File: src/hw/rtl/dqbf_pkg.sv
`timescale 1ns / 1ps
`default_nettype none

package dqbf_pkg;

    // Operation codes carried by one transaction.
    localparam logic [2:0] OP_PUSH_FRONT = 3'd0;
    localparam logic [2:0] OP_PUSH_BACK  = 3'd1;
    localparam logic [2:0] OP_POP_FRONT  = 3'd2;
    localparam logic [2:0] OP_POP_BACK   = 3'd3;
    localparam logic [2:0] OP_SUB_FRONT  = 3'd4;
    localparam logic [2:0] OP_FIT_QUERY  = 3'd5;

    // Result status codes.
    localparam logic [1:0] ST_OK    = 2'd0;
    localparam logic [1:0] ST_FULL  = 2'd1;
    localparam logic [1:0] ST_EMPTY = 2'd2;

    typedef enum logic [2:0] {
        S_IDLE,
        S_SUB,
        S_POPF,
        S_POPB,
        S_FIT,
        S_FIT_END,
        S_RESP
    } t_state;

endpackage

`default_nettype wire

File: src/hw/rtl/deque_with_budget_fit_query_unit.sv
`timescale 1ns / 1ps
`default_nettype none

// A push goes from idle straight to the result state S_RESP; a pop passes through S_POPF or S_POPB
// and a subtract through S_SUB first; a fit query walks the entries in S_FIT, one read a cycle
// through the shared adder, then S_FIT_END. A new transaction is taken only while busy is low.
// Each result is shown for exactly one cycle with o_strobe; the receiver cannot stall it.
// Reset (synchronous, active low) empties the queue: head, occupancy and total go to zero.
// The entry memory is not cleared; only data read from occupied slots is ever used.
module deque_with_budget_fit_query_unit #(
    parameter int DEPTH = 64
) (
    input  wire logic               i_clk,
    input  wire logic               i_rst_n,
    input  wire logic               start,
    output logic                    busy,
    input  wire logic [2:0]         i_opcode,
    input  wire logic signed [31:0] i_value,
    input  wire logic signed [31:0] i_budget,
    output logic                    o_strobe,
    output logic [1:0]              o_status,
    output logic [6:0]              o_entry_count,
    output logic signed [31:0]      o_total,
    output logic signed [31:0]      o_front_value,
    output logic [6:0]              o_fit_count,
    output logic signed [31:0]      o_leftover
);

    // Slot index width and a width that can hold the occupancy up to DEPTH itself.
    localparam int AW = (DEPTH > 1) ? $clog2(DEPTH) : 1;
    localparam int CW = $clog2(DEPTH + 1);
    localparam logic [AW:0]   DepthX   = (AW + 1)'(DEPTH);
    localparam logic [AW-1:0] LastSlot = AW'(DEPTH - 1);
    localparam logic [CW-1:0] FullCnt  = CW'(DEPTH);

    // Ring addition of two slot offsets; both operands stay below DEPTH.
    function automatic logic [AW-1:0] f_wrap_add(input logic [AW-1:0] a,
                                                 input logic [AW-1:0] b);
        logic [AW:0] s;
        s = {1'b0, a} + {1'b0, b};
        if (s >= DepthX) begin
            s = s - DepthX;
        end
        return s[AW-1:0];
    endfunction

    function automatic logic [AW-1:0] f_next_slot(input logic [AW-1:0] a);
        return (a == LastSlot) ? '0 : a + 1'b1;
    endfunction

    // Sequencer and queue state.
    dqbf_pkg::t_state r_state, n_state;
    logic [AW-1:0]    r_head, n_head;
    logic [CW-1:0]    r_occ, n_occ;
    logic [31:0]      r_total, n_total;

    // The front entry is mirrored in a register so that every result can report it at once.
    logic [31:0]      r_front, n_front;

    // Operands of the transaction in progress.
    logic [31:0]      r_val, n_val;
    logic [31:0]      r_bud, n_bud;

    // Fit query walk: slot pointer, entries issued to memory, read outstanding, prefix sum.
    logic [AW-1:0]    r_ptr, n_ptr;
    logic [CW-1:0]    r_issued, n_issued;
    logic             r_pend, n_pend;
    logic [31:0]      r_acc, n_acc;

    // Result payload.
    logic [1:0]       r_status, n_status;
    logic [CW-1:0]    r_fit, n_fit;
    logic [31:0]      r_left, n_left;

    // Entry memory: one write and one registered read a cycle.
    logic [31:0]      r_mem [DEPTH];
    logic [31:0]      r_rd_data;
    logic [AW-1:0]    mem_raddr;
    logic             mem_we;
    logic [AW-1:0]    mem_waddr;
    logic [31:0]      mem_wdata;

    // The shared value adder: add_a + add_b, or add_a - add_b when add_sub is set.
    logic [31:0]      add_a, add_b, add_sum;
    logic             add_sub;

    assign add_sum = add_a + (add_b ^ {32{add_sub}}) + {31'd0, add_sub};

    // Derived slot positions.
    logic [AW-1:0]    tail_slot;
    logic [AW-1:0]    back_slot;
    logic [AW-1:0]    prev_head;
    logic [CW-1:0]    occ_less1;
    logic             fit_stop;
    logic             fit_issue;

    assign occ_less1 = r_occ - 1'b1;
    assign tail_slot = f_wrap_add(r_head, r_occ[AW-1:0]);
    assign back_slot = f_wrap_add(r_head, occ_less1[AW-1:0]);
    assign prev_head = (r_head == '0) ? LastSlot : r_head - 1'b1;

    // A returned entry stops the walk when the candidate prefix sum exceeds the budget.
    assign fit_stop  = r_pend && ($signed(add_sum) > $signed(r_bud));
    assign fit_issue = (r_issued < r_occ) && !fit_stop;

    always_ff @(posedge i_clk) begin
        if (mem_we) begin
            r_mem[mem_waddr] <= mem_wdata;
        end
        r_rd_data <= r_mem[mem_raddr];
    end

    always_ff @(posedge i_clk) begin
        if (!i_rst_n) begin
            r_state <= dqbf_pkg::S_IDLE;
            r_head  <= '0;
            r_occ   <= '0;
            r_total <= '0;
            r_pend  <= 1'b0;
        end else begin
            r_state <= n_state;
            r_head  <= n_head;
            r_occ   <= n_occ;
            r_total <= n_total;
            r_pend  <= n_pend;
        end
    end

    always_ff @(posedge i_clk) begin
        r_front  <= n_front;
        r_val    <= n_val;
        r_bud    <= n_bud;
        r_ptr    <= n_ptr;
        r_issued <= n_issued;
        r_acc    <= n_acc;
        r_status <= n_status;
        r_fit    <= n_fit;
        r_left   <= n_left;
    end

    always_comb begin
        n_state   = r_state;
        n_head    = r_head;
        n_occ     = r_occ;
        n_total   = r_total;
        n_front   = r_front;
        n_val     = r_val;
        n_bud     = r_bud;
        n_ptr     = r_ptr;
        n_issued  = r_issued;
        n_pend    = 1'b0;
        n_acc     = r_acc;
        n_status  = r_status;
        n_fit     = r_fit;
        n_left    = r_left;
        add_a     = r_total;
        add_b     = i_value;
        add_sub   = 1'b0;
        mem_raddr = r_ptr;
        mem_we    = 1'b0;
        mem_waddr = r_head;
        mem_wdata = i_value;

        unique case (r_state)
            dqbf_pkg::S_IDLE: begin
                if (start) begin
                    n_val    = i_value;
                    n_bud    = i_budget;
                    n_status = dqbf_pkg::ST_OK;
                    n_fit    = '0;
                    n_left   = '0;
                    n_state  = dqbf_pkg::S_RESP;
                    unique case (i_opcode) inside
                        dqbf_pkg::OP_PUSH_FRONT, dqbf_pkg::OP_PUSH_BACK: begin
                            if (r_occ == FullCnt) begin
                                n_status = dqbf_pkg::ST_FULL;
                            end else begin
                                mem_we  = 1'b1;
                                n_occ   = r_occ + 1'b1;
                                n_total = add_sum;
                                if (i_opcode == dqbf_pkg::OP_PUSH_FRONT) begin
                                    mem_waddr = prev_head;
                                    n_head    = prev_head;
                                    n_front   = i_value;
                                end else begin
                                    mem_waddr = tail_slot;
                                    if (r_occ == '0) begin
                                        n_front = i_value;
                                    end
                                end
                            end
                        end
                        dqbf_pkg::OP_POP_FRONT: begin
                            if (r_occ == '0) begin
                                n_status = dqbf_pkg::ST_EMPTY;
                            end else begin
                                // Fetch the entry that becomes the new front.
                                add_b     = r_front;
                                add_sub   = 1'b1;
                                n_total   = add_sum;
                                n_head    = f_next_slot(r_head);
                                mem_raddr = f_next_slot(r_head);
                                n_occ     = occ_less1;
                                n_state   = dqbf_pkg::S_POPF;
                            end
                        end
                        dqbf_pkg::OP_POP_BACK: begin
                            if (r_occ == '0) begin
                                n_status = dqbf_pkg::ST_EMPTY;
                            end else begin
                                mem_raddr = back_slot;
                                n_occ     = occ_less1;
                                n_state   = dqbf_pkg::S_POPB;
                            end
                        end
                        dqbf_pkg::OP_SUB_FRONT: begin
                            if (r_occ == '0) begin
                                n_status = dqbf_pkg::ST_EMPTY;
                            end else begin
                                add_sub = 1'b1;
                                n_total = add_sum;
                                n_state = dqbf_pkg::S_SUB;
                            end
                        end
                        dqbf_pkg::OP_FIT_QUERY: begin
                            n_ptr    = r_head;
                            n_issued = '0;
                            n_acc    = '0;
                            n_state  = dqbf_pkg::S_FIT;
                        end
                        default: begin
                            // Unused codes leave the queue as it is.
                        end
                    endcase
                end
            end
            dqbf_pkg::S_SUB: begin
                add_a     = r_front;
                add_b     = r_val;
                add_sub   = 1'b1;
                n_front   = add_sum;
                mem_we    = 1'b1;
                mem_waddr = r_head;
                mem_wdata = add_sum;
                n_state   = dqbf_pkg::S_RESP;
            end
            dqbf_pkg::S_POPF: begin
                n_front = r_rd_data;
                n_state = dqbf_pkg::S_RESP;
            end
            dqbf_pkg::S_POPB: begin
                add_b   = r_rd_data;
                add_sub = 1'b1;
                n_total = add_sum;
                n_state = dqbf_pkg::S_RESP;
            end
            dqbf_pkg::S_FIT: begin
                // One read is issued while the previous entry is summed and compared.
                add_a     = r_acc;
                add_b     = r_rd_data;
                mem_raddr = r_ptr;
                if (r_pend && !fit_stop) begin
                    n_acc = add_sum;
                    n_fit = r_fit + 1'b1;
                end
                if (fit_issue) begin
                    n_pend   = 1'b1;
                    n_ptr    = f_next_slot(r_ptr);
                    n_issued = r_issued + 1'b1;
                end else begin
                    n_state = dqbf_pkg::S_FIT_END;
                end
            end
            dqbf_pkg::S_FIT_END: begin
                add_a   = r_bud;
                add_b   = r_acc;
                add_sub = 1'b1;
                n_left  = add_sum;
                n_state = dqbf_pkg::S_RESP;
            end
            dqbf_pkg::S_RESP: begin
                n_state = dqbf_pkg::S_IDLE;
            end
            default: begin
                n_state = dqbf_pkg::S_IDLE;
            end
        endcase
    end

    assign busy          = (r_state != dqbf_pkg::S_IDLE);
    assign o_strobe      = (r_state == dqbf_pkg::S_RESP);
    assign o_status      = r_status;
    assign o_entry_count = 7'(r_occ);
    assign o_total       = r_total;
    assign o_front_value = (r_occ != '0) ? r_front : 32'd0;
    assign o_fit_count   = 7'(r_fit);
    assign o_leftover    = r_left;

`ifndef SYNTHESIS
    // A result is shown for one cycle only, and the sequencer is back at rest after it.
    a_strobe_single: assert property (@(posedge i_clk) disable iff (!i_rst_n)
        o_strobe |=> !o_strobe && !busy)
        else $error("result strobe held for more than one cycle");

    // An accepted transaction always occupies the sequencer in the next cycle.
    a_accept_busy: assert property (@(posedge i_clk) disable iff (!i_rst_n)
        (start && !busy) |=> busy)
        else $error("accepted transaction did not make the block busy");

    // The occupancy never exceeds the ring capacity.
    a_occ_bound: assert property (@(posedge i_clk) disable iff (!i_rst_n)
        r_occ <= FullCnt)
        else $error("occupancy beyond capacity");

    // The fit walk never counts more entries than it has read from memory.
    a_fit_bound: assert property (@(posedge i_clk) disable iff (!i_rst_n)
        (r_state == dqbf_pkg::S_FIT) |-> (r_issued <= r_occ) && (r_fit <= r_issued))
        else $error("fit walk ran past the queue");
`endif

endmodule

`default_nettype wire
File: config.mk
export PLATFORM = sky130hd
export DESIGN_NAME = deque_with_budget_fit_query_unit
export DESIGN_NICKNAME = d
export VERILOG_FILES = /design/src/hw/rtl/dqbf_pkg.sv /design/src/hw/rtl/deque_with_budget_fit_query_unit.sv
export SDC_FILE = /design/constraint.sdc
export NUM_CORES = 2
export LEC_CHECK = 0
export BUFFER_PORTS_ARGS = -buffer_cell sky130_fd_sc_hd__buf_2
export CELL_PAD_IN_SITES_DETAIL_PLACEMENT = 1
export CELL_PAD_IN_SITES_GLOBAL_PLACEMENT = 1
export CORE_MARGIN = 3
export CORE_UTILIZATION = 45
export DETAILED_ROUTE_END_ITERATION = 10
export PLACE_DENSITY = 0.81
export SETUP_SLACK_MARGIN = 0.3
export SLEW_MARGIN = 20
export SYNTH_ARGS = -nofsm -noshare
export SYNTH_HDL_FRONTEND = slang
export SYNTH_SLANG_ARGS = --single-unit
File: constraint.sdc
create_clock -name i_clk -period 11.19 [get_ports i_clk]
set_input_delay 1.6785 -clock i_clk [delete_from_list [all_inputs] [get_ports i_clk]]
set_output_delay 1.6785 -clock i_clk [all_outputs]
set_load 0.01 [all_outputs]
Yosys cells after proc, flatten, opt, wreduce, memory -nomap -nowiden
Memory sizes are Yosys's and may differ from the RTL's. A register that Yosys moved wholly into a read port is not among the register bits.
Index checks and enable logic that the tools add are counted.
{ "word_totals": {"mem_count": 1, "word_cells": 172, "ram_bits": 2048, "register_bits": 231} }
{ "classes": {"eq_ne": 28, "order_cmp": 4, "bitwise": 1, "reduce_logical": 34, "mux": 77, "add_sub_neg": 13} }
{ "mem_list": {"columns": ["memory", "depth", "width", "read_ports", "rd_ports_with_merged_regs", "write_ports", "line", "text"], "rows": [
  ["r_mem", 64, 32, 1, 1, 1, "deque_with_budget_fit_query_unit.sv:76", "logic [31:0] r_mem [DEPTH];"]
]} }
{ "ops": {"columns": ["op", "n"], "rows": [
  ["32-bit 2-to-1 mux", 16],
  ["32-bit one-hot mux with 2 select lines", 4],
  ["32-bit one-hot mux with 3 select lines", 2],
  ["32-bit one-hot mux with 4 select lines", 1],
  ["6-bit 2-to-1 mux", 20],
  ["7-bit 2-to-1 mux", 7],
  ["7-bit one-hot mux with 2 select lines", 3],
  ["6-bit one-hot mux with 2 select lines", 3],
  ["32-bit by 1-bit adder with 32-bit output", 1],
  ["32-bit adder", 1],
  ["32-bit > comparator", 1],
  ["32-bit XOR", 1],
  ["7-bit by 1-bit adder with 7-bit output (second input constant)", 3],
  ["2-bit != test (second input constant)", 10],
  ["6-bit by 1-bit subtractor with 6-bit output (second input constant)", 3],
  ["3-bit == test (second input constant)", 5],
  ["3-bit 2-to-1 mux", 5],
  ["6-bit by 6-bit adder with 7-bit output", 2],
  ["7-bit greater-or-equal comparator (second input constant)", 2],
  ["6-bit by 1-bit adder with 6-bit output (second input constant)", 2],
  ["3-bit by 2-bit == test with 1-bit output (second input constant)", 4],
  ["6-bit == test (second input constant)", 2],
  ["3-bit one-hot mux with 4 select lines", 1],
  ["4-bit AND reduction", 3],
  ["27 further kinds", 55]
]} }

Depth between registers and ports, before layout
{ "logic_depth": {"depth_word": 14, "depth_mapped": 33, "ltp_nobuf": 30} }

Worst setup path after synthesis
OpenSTA, ideal clock, no wires.
{ "synth_path": {"path_kind": "input to register", "from": "input start", "to": "register r_acc[0], enable pin", "n_path_buf": 2, "path_stages": 27, "slack_ps": 365, "t_arrival_ps": 10393, "t_required_ps": 10758, "setup_time_ps": 432, "path_cell_list": "or4b_4 > buf_6 > inv_1 > a32oi_1 > clkbuf_1 > xor2_1 > fa_1 > a211oi_1 > o211ai_1 > a221oi_1 > o21a_1 > o22ai_1 > o41a_1 > a31oi_1 > xor2_1 > inv_1 > ha_1 > nand4_1 > nor2_1 > nand2_1 > or4_1 > nor2_1 > o31ai_1 > nor4b_1 > xnor2_1 > o211ai_1 > a21oi_1"} }
{ "synth_between": {"elab_chain_len": 11, "elab_cells_between_ends": 14, "cone_classes": "add/sub (2); order compare (1); eq/ne (2); mux (4); bitwise (1); reduce/logical (4)"} }
{ "synth_rtl": {"columns": ["element", "line", "text"], "rows": [
  ["start, declared", "deque_with_budget_fit_query_unit.sv:15", "input wire logic start,"],
  ["32-bit 2-to-1 mux or 1-bit 2-to-1 mux (tied branches)", "deque_with_budget_fit_query_unit.sv:166", "if (start) begin"],
  ["32-bit one-hot mux with 4 select lines or 1-bit one-hot mux with 2 select lines (tied branches)", "deque_with_budget_fit_query_unit.sv:164", "unique case (r_state)"],
  ["32-bit XOR", "deque_with_budget_fit_query_unit.sv:87", "assign add_sum = add_a + (add_b ^ {32{add_sub}}) + {31'd0, add_sub};"],
  ["32-bit adder", "deque_with_budget_fit_query_unit.sv:87", null],
  ["32-bit by 1-bit adder with 32-bit output (*)", "deque_with_budget_fit_query_unit.sv:87", null],
  ["named net add_sum[28]", "deque_with_budget_fit_query_unit.sv:84", "logic [31:0] add_a, add_b, add_sum;"],
  ["32-bit > comparator (*)", "deque_with_budget_fit_query_unit.sv:103", "assign fit_stop = r_pend && ($signed(add_sum) > $signed(r_bud));"],
  ["1-bit logical AND (*)", "deque_with_budget_fit_query_unit.sv:103", null],
  ["1-bit zero test (*)", "deque_with_budget_fit_query_unit.sv:262", "if (r_pend && !fit_stop) begin"],
  ["1-bit logical AND (*)", "deque_with_budget_fit_query_unit.sv:262", null],
  ["2-bit != test (no line) (*)", null, null],
  ["4-bit AND reduction (no line) (*)", null, null],
  ["end signal, assigned", "deque_with_budget_fit_query_unit.sv:135", "r_acc <= n_acc;"],
  ["end, declared", "deque_with_budget_fit_query_unit.sv:68", "logic [31:0] r_acc, n_acc;"]
]} }
The timed path passes the listed nets; every way through them passes the cells marked *.
A chain may end at the register's enable or synchronous reset.

Worst setup path in the final report
{ "layout_path": {"from": "input i_opcode[0]", "to": "register r_acc[23], enable pin"} }
{ "layout_between": {"elab_chain_len": 14, "elab_cells_between_ends": 20, "cone_classes": "add/sub (2); order compare (1); eq/ne (5); mux (6); bitwise (1); reduce/logical (5)"} }
{ "layout_rtl": {"columns": ["element", "line", "text"], "rows": [
  ["start, declared", "deque_with_budget_fit_query_unit.sv:17", "input wire logic [2:0] i_opcode,"],
  ["3-bit by 2-bit == test with 1-bit output (no line) or 3-bit == test (tied branches)", null, null],
  ["2-bit OR reduction (no line)", null, null],
  ["1-bit 2-to-1 mux", null, null],
  ["1-bit 2-to-1 mux", "deque_with_budget_fit_query_unit.sv:166", null],
  ["1-bit one-hot mux with 2 select lines", "deque_with_budget_fit_query_unit.sv:164", null],
  ["32-bit XOR", "deque_with_budget_fit_query_unit.sv:87", null],
  ["32-bit adder", "deque_with_budget_fit_query_unit.sv:87", null],
  ["32-bit by 1-bit adder with 32-bit output (*)", "deque_with_budget_fit_query_unit.sv:87", null],
  ["named net add_sum[28]", "deque_with_budget_fit_query_unit.sv:84", null],
  ["32-bit > comparator (*)", "deque_with_budget_fit_query_unit.sv:103", null],
  ["1-bit logical AND (*)", "deque_with_budget_fit_query_unit.sv:103", null],
  ["1-bit zero test (*)", "deque_with_budget_fit_query_unit.sv:262", null],
  ["1-bit logical AND (*)", "deque_with_budget_fit_query_unit.sv:262", null],
  ["2-bit != test (no line) (*)", null, null],
  ["4-bit AND reduction (no line) (*)", null, null]
]} }
Marks and branches as above.

==> results.txt <==
Status: finished clean
Largest net degree at the start of global routing: 138
HPWL after DPL: 170.3 mm
Max rail drop VDD: 0.1601 mV
Final routed DRC violation total: 0
CP max stage cell: or4_1
Leakage: 35.75 nW
Nets: 6,095
Seq/Total Area, Yosys: 0.7167
Post-Route Utilization: 0.5130
P&R area growth vs syn: 12.91%
Routed via count: 57,250
Hold path startpoint: o_total[6]
Design Area, Final: 108,100 um^2
Grt total ovfl: 0
Top post-synthesis cells by area: edfxtp_1 (70%), mux4_2 (12%), nand2_1 (3.1%)
Drt total wl: 298.7 mm
GR met1 Demand/Resource: 0.3706
Max Fclk: 103.7 MHz
DP Cell Count: 8,516
Pwr/cell area: 199.6 nW/um^2
Met3 Use GR: 0.05245
# IOs: 184
TritonCTS Sinks: 2,311
Share of flip-flops with an asynchronous set or reset: 0
Sequential cell area: 68,590 um^2
Layout cells sized above 1: 0.2189
Final Max Tran Viols: 0
Worst Path Class, Setup: in -> reg
Total GRT Usage: 0.2720
Post-Syn Nets: 5,846
Slowest stage delay, CP: 0.73 ns
Placed Area: 100,700 um^2
Final hold violations: 0
Worst r2r path cells: 30
Filler instances: 19,530
Area occupied by multi-input gates: 25,880 um^2
FF+latch count, synth: 2,311
Slew headroom: 0.1978
Top_reg_cell synth: edfxtp_1
Final Power: 21.57 mW
Worst reg2reg endpoint: r_acc[23]
Met2 usage: 0.4317
Worst-margin pin slew: 1.200 ns
Max H-tree Level: 4
Die ar.: 218,200 um^2
Hold buffers post-CTS: 0
RSZ-0062 raised after global routing: false
DR iter-0 viols: 7,677
Setup ws final: 1.546 ns
Postcts setup bufs: 0
Routability cong.: 0.9400
Final setup fails: 0
CTS Buf Count: 221
Hold WC Path Type: reg -> reg
Final worst-path cycle share: 0.8619
Clk Latency, worst-skew pair: 0.89 ns
Rows: 168
GR peak layer: met2
Synth warnings: 0
Max-Cap Viols: 0
R2r setup slk: 1.59 ns
Top cell type's share of synthesized area: 0.6998
Mapped cell area: 95,700 um^2
Hold EP: o_total[6]
Core area: 210,600 um^2
Yosys top cell by area: edfxtp_1
Number of global-route vias before repair: 58,930
Vias per cell: 6.408
Die span in y: 467.2 um
Worst Setup End Kind: flip-flop
Clock skew: 0.04041 ns
Hold Slack: 0.4856 ns
Worst r2r src: o_entry_count[0]
Critical path peak fanout: 32
Routed Antenna Nets: 0
Initial Util: 0.4544
Initial antenna violation count: 12
Port bufs: 183
Most frequent cells in the layout: edfxtp_1 (2,230), nand2_1 (796), mux4_2 (512), nor2_1 (239), clkbuf_16 (224)
First-pass GRT wire length: 428.9 mm
First-pass DRT Iterations: 6
Die W: 467.2 um
Worst Setup Start Kind: input port
Post-synth EDFFs: 2,230
Setup TNS: 0 ns
Max Root-Sink Buffers: 3
Most common cell after layout, fill and taps aside: edfxtp_1
Average wire per standard cell: 33.43 um
CTS tree: yes
Root Buffer: clkbuf_16
Gate Count Post-Synth: 5,687
PostCTS Resize Cnt: 0
Hold depth: 2
Syn Area/Cell: 16.83 um^2
Period minus WS final: 9.644 ns
Count of non-filler cells in the finished layout: 8,935
Cell variety after synth: 74
Clock-pin slew of the registers on the worst-case setup and hold paths: 0.06 ns
Arr. time, crit path: 10.15 ns
Data required time of the worst path: 11.70 ns
DP Worst Slack: 0.8908 ns
[power by group]
part           internal, mW  switching [mW]  leakage (nW)
combinational          1.24            2.67          11.4
clock                  4.26            3.31          3.54
sequential             9.88           0.206          20.8
[Yosys cell counts (39+ instances only)]
cell	n
ha_1	86
o22ai_1	64
a31oi_1	69
xor2_1	55
buf_2	61
mux4_2	512
mux2i_1	41
nor2_1	308
nand2_1	799
xnor2_1	44
clkbuf_1	190
nor2b_1	42
nand3_1	156
dfxtp_1	81
inv_1	96
and2_1	39
o21ai_0	138
and3_1	74
a21oi_1	201
edfxtp_1	2230
[worst max path at each step]
stage                                 from         to  slack [ns]  cells past startpoint
after floorplan                      start   r_acc[0]        0.36                     27
after CTS                 o_entry_count[1]  r_acc[23]        1.38                     30
after global routing           i_opcode[0]  r_acc[23]        1.14                     31
after global placement         i_opcode[0]  r_acc[12]        0.98                     31
final                          i_opcode[0]  r_acc[23]        1.55                     31
after detailed placement       i_opcode[0]  r_acc[12]        0.89                     31
[sequential cells by signal, summed over array words and instances, names as in the netlist, 32 cells and up]
register,count
r_val,32
r_acc,32
o_leftover,32
r_bud,32
o_total,32
r_rd_data,32
r_mem,2048
r_front,32
[kinds of logic after synthesis]
logic type / after synthesis / synth area share
simple gates: 1489 / 0.06684
flops: 2311 / 0.7167
buf+inv: 433 / 0.02313
fa+ha+maj: 89 / 0.01187
xor+xnor: 99 / 0.009061
compound gates: 710 / 0.04726
mux: 556 / 0.1251
[final cells by class]
cell class                 count  share of cell area
clock inverter               137             0.01256
sequential                  2311              0.6348
antenna                        4          0.00009264
timing repair buffer         363             0.02270
clock buffer                 276             0.05452
tap                         2805             0.03248
inverter                      96            0.003335
multi-input combinational   2943              0.2395
[worst max-delay path, delay by kind of cell]
kind | cells | cell delay [ns]
buf+inv | 5 | 1.29
compound gates | 12 | 3.04
fa+ha+maj | 2 | 0.78
xor+xnor | 3 | 0.68
simple gates | 9 | 2.64
[routing by layer]
| layer | vias to the layer above | wire length (um) |
|---|---|---|
| met4 | 6 | 13560 |
| met5 | - | 43 |
| li1 | 22790 | - |
| met2 | 3966 | 140900 |
| met3 | 656 | 31500 |
| met1 | 29840 | 112700 |
Note: power is estimated with default switching activity, not from simulation.
